**config.mk**
```make
export PLATFORM = sky130hd
export DESIGN_NAME = bounded_stable_priority_queue_top
export DESIGN_NICKNAME = d
export VERILOG_FILES = /design/src/sv/bspq_pkg.sv /design/src/sv/bounded_stable_priority_queue_top.sv /design/src/sv/bspq_cell.sv
export SDC_FILE = /design/constraint.sdc
export NUM_CORES = 2
export LEC_CHECK = 0
export BUFFER_PORTS_ARGS = -buffer_cell sky130_fd_sc_hd__buf_2
export CAP_MARGIN = 20
export CORE_ASPECT_RATIO = 1.1
export CORE_MARGIN = 5
export CORE_UTILIZATION = 35
export DETAILED_ROUTE_END_ITERATION = 12
export HOLD_SLACK_MARGIN = 0.15
export PLACE_DENSITY = 0.6
export SLEW_MARGIN = 20
export SYNTH_ARGS = -nofsm -noshare
export SYNTH_HDL_FRONTEND = slang
export SYNTH_SLANG_ARGS = --single-unit
```
**constraint.sdc**
```tcl
create_clock -name clk_i -period 14.37 [get_ports clk_i]
set_input_delay 2.1555 -clock clk_i [delete_from_list [all_inputs] [get_ports clk_i]]
set_output_delay 2.1555 -clock clk_i [all_outputs]
set_load 0.03 [all_outputs]
```
**src/sv/bspq_pkg.sv**
```systemverilog
// ----------------------------------------------------------------------------
// bspq_pkg
// Shared widths, defaults, command codes and cell control type.
// ----------------------------------------------------------------------------
`timescale 1ns / 1ps

package bspq_pkg;

  localparam int unsigned PRIO_W          = 32;
  localparam int unsigned TAG_IN_W        = 16;
  localparam int unsigned CAP_W           = 5;
  localparam int unsigned MAX_ENTRIES_DEF = 16;
  localparam int unsigned TAG_BITS_DEF    = 16;

  localparam logic [CAP_W-1:0] CAP_RESET = 5'd16;

  typedef enum logic {
    CMD_INSERT = 1'b0,
    CMD_REMOVE = 1'b1
  } cmd_e;

  typedef struct packed {
    logic ins;
    logic rem;
  } cell_ctl_t;

endpackage

```
**src/sv/bounded_stable_priority_queue_top.sv**
```systemverilog
// ----------------------------------------------------------------------------
// bounded_stable_priority_queue_top
// Sorted priority queue of up to MAX_ENTRIES entries built as a row of cells.
// Input channel (in_valid_i / in_stall_o) carries cmd, priority and tag;
// output channel (out_valid_o / out_stall_i) returns one result per
// transaction: accepted flag, head entry after the operation, entry count.
// An insert lands before the first entry of strictly lower priority, so equal
// priorities leave in arrival order. A remove drops the head.
// All cells compare and shift in the cycle of acceptance and the result
// is valid the next cycle. Throughput is 1 transaction per cycle while
// the receiver does not stall. A stalled result holds and blocks new
// input until it is taken.
// The capacity register (cfg_valid_i / cfg_ready_o) limits inserts; values
// above MAX_ENTRIES saturate. Reset empties the queue, sets capacity to 16
// and clears the output valid.
// ----------------------------------------------------------------------------
`timescale 1ns / 1ps

module bounded_stable_priority_queue_top
  import bspq_pkg::*;
#(
  parameter int unsigned MAX_ENTRIES = MAX_ENTRIES_DEF,
  parameter int unsigned TAG_BITS    = TAG_BITS_DEF,
  localparam int unsigned CNT_W      = $clog2(MAX_ENTRIES + 1)
) (
  input  logic                     clk_i,
  input  logic                     rst_ni,
  input  logic                     cfg_valid_i,
  output logic                     cfg_ready_o,
  input  logic [CAP_W-1:0]         cfg_data_i,
  input  logic                     in_valid_i,
  output logic                     in_stall_o,
  input  logic                     cmd_i,
  input  logic signed [PRIO_W-1:0] priority_req_i,
  input  logic [TAG_IN_W-1:0]      task_tag_i,
  output logic                     out_valid_o,
  input  logic                     out_stall_i,
  output logic                     accepted_o,
  output logic                     head_valid_o,
  output logic signed [PRIO_W-1:0] head_priority_o,
  output logic [TAG_IN_W-1:0]      head_tag_o,
  output logic [CNT_W-1:0]         entry_count_o
);

  localparam int unsigned CMP_W = (CNT_W > CAP_W) ? CNT_W : CAP_W;

  logic [CAP_W-1:0] capacity_q;
  logic [CNT_W-1:0] count_q, count_d;
  logic             out_valid_q, out_valid_d;
  logic             accepted_q, accepted_d;
  logic             in_accept, full, ins_ok, rem_ok;
  cell_ctl_t        ctl;
  logic [TAG_BITS-1:0] new_tag;

  logic                     valid_w [MAX_ENTRIES];
  logic signed [PRIO_W-1:0] prio_w  [MAX_ENTRIES];
  logic [TAG_BITS-1:0]      tag_w   [MAX_ENTRIES];
  logic                     take_w  [MAX_ENTRIES];

  assign cfg_ready_o = 1'b1;
  assign in_stall_o  = out_valid_q && out_stall_i;
  assign in_accept   = in_valid_i && !in_stall_o;

  assign full = (count_q >= CNT_W'(MAX_ENTRIES)) ||
                (CMP_W'(count_q) >= CMP_W'(capacity_q));
  assign ins_ok = in_accept && (cmd_e'(cmd_i) == CMD_INSERT) && !full;
  assign rem_ok = in_accept && (cmd_e'(cmd_i) == CMD_REMOVE) && (count_q != '0);

  assign ctl.ins = ins_ok;
  assign ctl.rem = rem_ok;
  assign new_tag = TAG_BITS'({{TAG_BITS{1'b0}}, task_tag_i});

  for (genvar i = 0; i < MAX_ENTRIES; i++) begin : g_cell
    logic                     left_take, left_valid, right_valid;
    logic signed [PRIO_W-1:0] left_prio, right_prio;
    logic [TAG_BITS-1:0]      left_tag, right_tag;

    if (i == 0) begin : g_first
      assign left_take  = 1'b0;
      assign left_valid = 1'b0;
      assign left_prio  = '0;
      assign left_tag   = '0;
    end else begin : g_mid
      assign left_take  = take_w[i-1];
      assign left_valid = valid_w[i-1];
      assign left_prio  = prio_w[i-1];
      assign left_tag   = tag_w[i-1];
    end

    if (i == MAX_ENTRIES - 1) begin : g_last
      assign right_valid = 1'b0;
      assign right_prio  = '0;
      assign right_tag   = '0;
    end else begin : g_inner
      assign right_valid = valid_w[i+1];
      assign right_prio  = prio_w[i+1];
      assign right_tag   = tag_w[i+1];
    end

    bspq_cell #(
      .TAG_BITS(TAG_BITS)
    ) u_cell (
      .clk_i        (clk_i),
      .rst_ni       (rst_ni),
      .ctl_i        (ctl),
      .new_prio_i   (priority_req_i),
      .new_tag_i    (new_tag),
      .left_take_i  (left_take),
      .left_valid_i (left_valid),
      .left_prio_i  (left_prio),
      .left_tag_i   (left_tag),
      .right_valid_i(right_valid),
      .right_prio_i (right_prio),
      .right_tag_i  (right_tag),
      .valid_o      (valid_w[i]),
      .prio_o       (prio_w[i]),
      .tag_o        (tag_w[i]),
      .take_o       (take_w[i])
    );
  end

  always_comb begin
    count_d = count_q;
    if (ins_ok) begin
      count_d = count_q + CNT_W'(1);
    end else if (rem_ok) begin
      count_d = count_q - CNT_W'(1);
    end
  end

  always_comb begin
    out_valid_d = out_valid_q;
    accepted_d  = accepted_q;
    if (in_accept) begin
      out_valid_d = 1'b1;
      accepted_d  = ins_ok || rem_ok;
    end else if (!out_stall_i) begin
      out_valid_d = 1'b0;
    end
  end

  always_ff @(posedge clk_i or negedge rst_ni) begin
    if (!rst_ni) begin
      capacity_q  <= CAP_RESET;
      count_q     <= '0;
      out_valid_q <= 1'b0;
    end else begin
      if (cfg_valid_i && cfg_ready_o) begin
        capacity_q <= cfg_data_i;
      end
      count_q     <= count_d;
      out_valid_q <= out_valid_d;
    end
  end

  always_ff @(posedge clk_i) begin
    accepted_q <= accepted_d;
  end

  assign out_valid_o     = out_valid_q;
  assign accepted_o      = accepted_q;
  assign entry_count_o   = count_q;
  assign head_valid_o    = valid_w[0];
  assign head_priority_o = valid_w[0] ? prio_w[0] : '0;
  assign head_tag_o      = valid_w[0] ? TAG_IN_W'({{TAG_IN_W{1'b0}}, tag_w[0]}) : '0;

endmodule

```
**src/sv/bspq_cell.sv**
```systemverilog
// ----------------------------------------------------------------------------
// bspq_cell
// One slot of the sorted chain: holds an entry, takes the new entry, its left
// neighbor's entry on insert, or its right neighbor's entry on remove.
// ----------------------------------------------------------------------------
`timescale 1ns / 1ps

module bspq_cell
  import bspq_pkg::*;
#(
  parameter int unsigned TAG_BITS = TAG_BITS_DEF
) (
  input  logic                     clk_i,
  input  logic                     rst_ni,
  input  cell_ctl_t                ctl_i,
  input  logic signed [PRIO_W-1:0] new_prio_i,
  input  logic [TAG_BITS-1:0]      new_tag_i,
  input  logic                     left_take_i,
  input  logic                     left_valid_i,
  input  logic signed [PRIO_W-1:0] left_prio_i,
  input  logic [TAG_BITS-1:0]      left_tag_i,
  input  logic                     right_valid_i,
  input  logic signed [PRIO_W-1:0] right_prio_i,
  input  logic [TAG_BITS-1:0]      right_tag_i,
  output logic                     valid_o,
  output logic signed [PRIO_W-1:0] prio_o,
  output logic [TAG_BITS-1:0]      tag_o,
  output logic                     take_o
);

  logic                     valid_q, valid_d;
  logic signed [PRIO_W-1:0] prio_q, prio_d;
  logic [TAG_BITS-1:0]      tag_q, tag_d;

  assign take_o = !valid_q || (prio_q < new_prio_i);

  always_comb begin
    valid_d = valid_q;
    prio_d  = prio_q;
    tag_d   = tag_q;
    if (ctl_i.rem) begin
      valid_d = right_valid_i;
      prio_d  = right_prio_i;
      tag_d   = right_tag_i;
    end else if (ctl_i.ins && take_o) begin
      if (left_take_i) begin
        valid_d = left_valid_i;
        prio_d  = left_prio_i;
        tag_d   = left_tag_i;
      end else begin
        valid_d = 1'b1;
        prio_d  = new_prio_i;
        tag_d   = new_tag_i;
      end
    end
  end

  always_ff @(posedge clk_i or negedge rst_ni) begin
    if (!rst_ni) begin
      valid_q <= 1'b0;
    end else begin
      valid_q <= valid_d;
    end
  end

  always_ff @(posedge clk_i) begin
    prio_q <= prio_d;
    tag_q  <= tag_d;
  end

  assign valid_o = valid_q;
  assign prio_o  = prio_q;
  assign tag_o   = tag_q;

endmodule

```
==> reports/results.md <==
STA
• **crit share post-route** 0.4996
• **remaining max-slew budget at the tightest pin** 0.1905
• **top achievable clock speed** 0.1393 GHz
• **Clock Skews** 0.02980 ns
• **Worst Max-Slew Pin Slew** 1.214 ns
• **unrepaired setup endpoints after global routing** no
• **number of failing hold endpoints at the final stage** 0
• **Setup Viol. Count Final** 0
• **setup slack after layout** 7.191 ns
• **Final Max Slew Viols** 0
• **Fin Setup TNS** 0 ns
• **final period demand of the worst path** 7.179 ns

Synthesis
• **Yosys Warn Count** 0
• **total of flip-flops plus latches after synthesis** 796
• **sequential share of the synthesized area** 0.4398
• **cell area after synthesis** 52,960 µm²
• **cell type with the highest aggregate area in the netlist** sky130_fd_sc_hd__edfxtp_1
• **EDFF count, synth** 721
• **fraction of post-synthesis cell area in the top cell type by area** 0.4088
• **Cells after Synth** 5,359
• **synth top area cells** sky130_fd_sc_hd__edfxtp_1 41%, sky130_fd_sc_hd__ha_1 12%, sky130_fd_sc_hd__mux2i_1 7.0%
• **most instantiated library cell after synthesis** sky130_fd_sc_hd__edfxtp_1
• **net count after synthesis** 5,923
• **commonest cells in the netlist** 721 x sky130_fd_sc_hd__edfxtp_1, 534 x sky130_fd_sc_hd__nor2_1, 504 x sky130_fd_sc_hd__ha_1
• **Main synth FF type** sky130_fd_sc_hd__edfxtp_1
• **synth unique cells** 79
• **share of synthesized registers carrying an async set or reset** 0.03392
• **Mean Syn Cell Area** 9.882 µm²

Layout
• **Total Nets Final** 5,786
• **post-route design area** 58,300 µm²
• **utilization after layout** 0.3880
• **P&R area growth vs syn** 10.09%
• **share of final-layout standard cells stronger than drive strength 1** 0.07665

Clock network
• **Max clock buf depth** 3
• **TritonCTS clock tree** built
• **clk slew on worst S/H paths** 0.06 ns
• **H-tree depth** 3
• **insertion delay to the later sink of the worst-skew pair** 0.72 ns
• **clock root cell** sky130_fd_sc_hd__clkbuf_16
• **CTS Hold Bufs** 0
• **total clock buffers created by CTS** 89
• **number of gates resized after cts** 0
• **number of post-CTS setup repair buffers** 0
• **TritonCTS sink count** 796

Global routing
• **antenna violations before repair** 13
• **vias in the first global route** 43,460
• **GR met2 Demand/Resource** 0.4113
• **met1 usage** 0.3166
• **fraction of met3 tracks used by global routing** 0.05316
• **global-route usage over all layers** 0.2523
• **gr busiest metal** met2
• **leftover overflow at the end of global routing** 0
• **largest net degree at the start of global routing** 218
• **global-route wire length before repair** 302.2 mm

Route
• **final wirelength** 210.4 mm
• **average vias per placed instance** 6.256
• **Via Count** 45,450
• **number of nets with antenna violations after detailed routing** 0
• **number of design rule violations left after detail routing** 0
• **detailed router's first-iteration violation count** 5,965
• **Initial DRT Pass Iterations** 7
• **wire length per cell after detailed routing** 28.96 µm

Setup path
• **Max stage delay on crit path** 0.79 ns
• **CP arrival** 7.51 ns
• **category of cells accounting for the largest share of critical-path delay** compound AO/OA/AOI/OAI gates
• **register-to-register setup slack** 9.20 ns
• **maximum fanout encountered on the critical timing path** 36
• **Crit path buffers/inverters** 3
• **Critical R2R Capture** g_cell[7].u_cell.prio_o[23]
• **Crit. End Element** flop
• **data required time of the worst path** 14.70 ns
• **Crit path top cell by count** sky130_fd_sc_hd__a21o_1
• **worst-path cell chain** buf_2 > inv_1 > ha_1 > a21o_1 > a21o_1 > a21o_1 > a21oi_1 > o221ai_1 > a311o_2 > and2_1 > o21ai_4 > buf_4
• **Worst R2R Start** g_cell[7].u_cell.prio_o[21]
• **crit path max-delay cell type** sky130_fd_sc_hd__a311o_2
• **critical path class** in2reg
• **kind of start point of the critical path** input port
• **cells on worst reg2reg path** 10

Placement
• **post-detail-place hpwl** 135.3 mm
• **DP Worst Slack** 6.664 ns
• **DP Area** 55,300 µm²
• **number of input and output port buffers inserted** 115
• **weighted congestion at the end of routability-driven global placement** 0.9404

Floorplanning
• **x dimension of the die** 380.9 µm
• **floorplan die area** 159,200 µm²
• **core area** 150,300 µm²
• **num ports** 117
• **Row Count** 149
• **vertical die dimension** 418.0 µm
• **initial core utilization** 0.3524

Min path
• **startpoint of the tightest hold check path** g_cell[15].u_cell.tag_o[0]
• **Hold EP** g_cell[15].u_cell.tag_o[0]
• **worst hold path depth** 2
• **path category of the worst min-delay check** reg2reg

Pwr
• **peak ir drop on the vdd network** 0.09656 mV
• **pwr/cell area** 154.4 nW/µm²
• **leakage power total** 23.44 nW

Run status
• **result of the run** finished, final reports clean

Flow run
• **max-cap check violation count** 0

-- sequential cells by signal, summed over array words and instances, names as in the netlist --
name                   cells
accepted_o                 1
capacity_q                 5
entry_count_o              5
g_cell.u_cell.prio_o     512
g_cell.u_cell.tag_o      256
g_cell.u_cell.valid_o     16
out_valid_o                1
-- worst max-delay path by stage --
stage | slack, ns | from | cells past startpoint | to
after floorplan | 6.28 | priority_req_i[25] | 11 | g_cell[11].u_cell.prio_o[0]
after global placement | 6.71 | priority_req_i[21] | 12 | g_cell[7].u_cell.prio_o[23]
after detailed placement | 6.66 | priority_req_i[21] | 12 | g_cell[7].u_cell.prio_o[20]
after CTS | 7.38 | priority_req_i[21] | 12 | g_cell[7].u_cell.prio_o[23]
after global routing | 7.16 | priority_req_i[21] | 12 | g_cell[7].u_cell.prio_o[23]
final | 7.19 | priority_req_i[21] | 12 | g_cell[7].u_cell.prio_o[23]
-- worst register-to-register path, cell delays in order (launching register included) --
cell and delay, ns:
sky130_fd_sc_hd__edfxtp_1 0.42, sky130_fd_sc_hd__ha_1 0.31, sky130_fd_sc_hd__a21o_1 0.17, sky130_fd_sc_hd__a21o_1 0.18, sky130_fd_sc_hd__a21o_1 0.26, sky130_fd_sc_hd__a21oi_1 0.41
sky130_fd_sc_hd__o221ai_1 0.42, sky130_fd_sc_hd__a311o_2 0.79, sky130_fd_sc_hd__and2_1 0.33, sky130_fd_sc_hd__o21ai_4 0.70, sky130_fd_sc_hd__buf_4 0.74
-- logic make-up after synthesis --
logic type      share of synthesized area
other cells                    0.00007081
fa+ha+maj                          0.1195
mux                               0.07076
compound gates                     0.1950
simple gates                       0.1345
flops                              0.4398
xor+xnor                        0.0006617
buf+inv                           0.03974
-- area by class of cell --
cell class	count	area, µm²
inverters	61	229.0
clock buffers	126	2520
repair buffers	209	1391
flip-flops and latches	796	23290
fillers	14860	91960
clock inverters	40	437.9
well taps	1963	2456
diodes	5	12.51
multi-input cells	4065	27960
-- layer usage --
layer  share of wire  vias up
met5         0.00041        -
met4           0.058       14
met3           0.097      603
met2            0.46     2607
met1            0.39    22230
li1                -    19990
-- through the flow --
stage	total power, mW	cells	hold slack, ns
finish	9.001	7265	0.4635
global route	9.328	7262	0.4863
CTS	8.955	7259	0.4657
detailed placement	6.540	7093	0.4567
global placement	6.466	7091	0.4465
floorplan	5.354	5359	0.4389
-- placed cells by master, fill, tap and decap left out, types with 60 or more instances in the layout --
cell type / n
sky130_fd_sc_hd__o21ai_1: 165
sky130_fd_sc_hd__buf_2: 115
sky130_fd_sc_hd__inv_1: 60
sky130_fd_sc_hd__a21oi_1: 394
sky130_fd_sc_hd__a31oi_1: 234
sky130_fd_sc_hd__nor2_1: 526
sky130_fd_sc_hd__ha_1: 504
sky130_fd_sc_hd__a21o_1: 177
sky130_fd_sc_hd__buf_4: 87
sky130_fd_sc_hd__o21ai_0: 284
sky130_fd_sc_hd__o31a_1: 125
sky130_fd_sc_hd__edfxtp_1: 721
sky130_fd_sc_hd__clkbuf_16: 92
sky130_fd_sc_hd__nand2b_1: 112
sky130_fd_sc_hd__nand4_1: 97
sky130_fd_sc_hd__mux2i_1: 371
sky130_fd_sc_hd__nand2_1: 305
sky130_fd_sc_hd__nand3_1: 255
-- where the power goes --
| group | internal (mW) | switching (mW) | total [mW] |
|---|---|---|---|
| Sequential | 3.06 | 0.326 | 3.38 |
| Combinational | 1.08 | 2.12 | 3.20 |
| Clock | 1.38 | 1.03 | 2.42 |
| Total | 5.52 | 3.48 | 9.00 |
(Power assumes the default switching activity.)
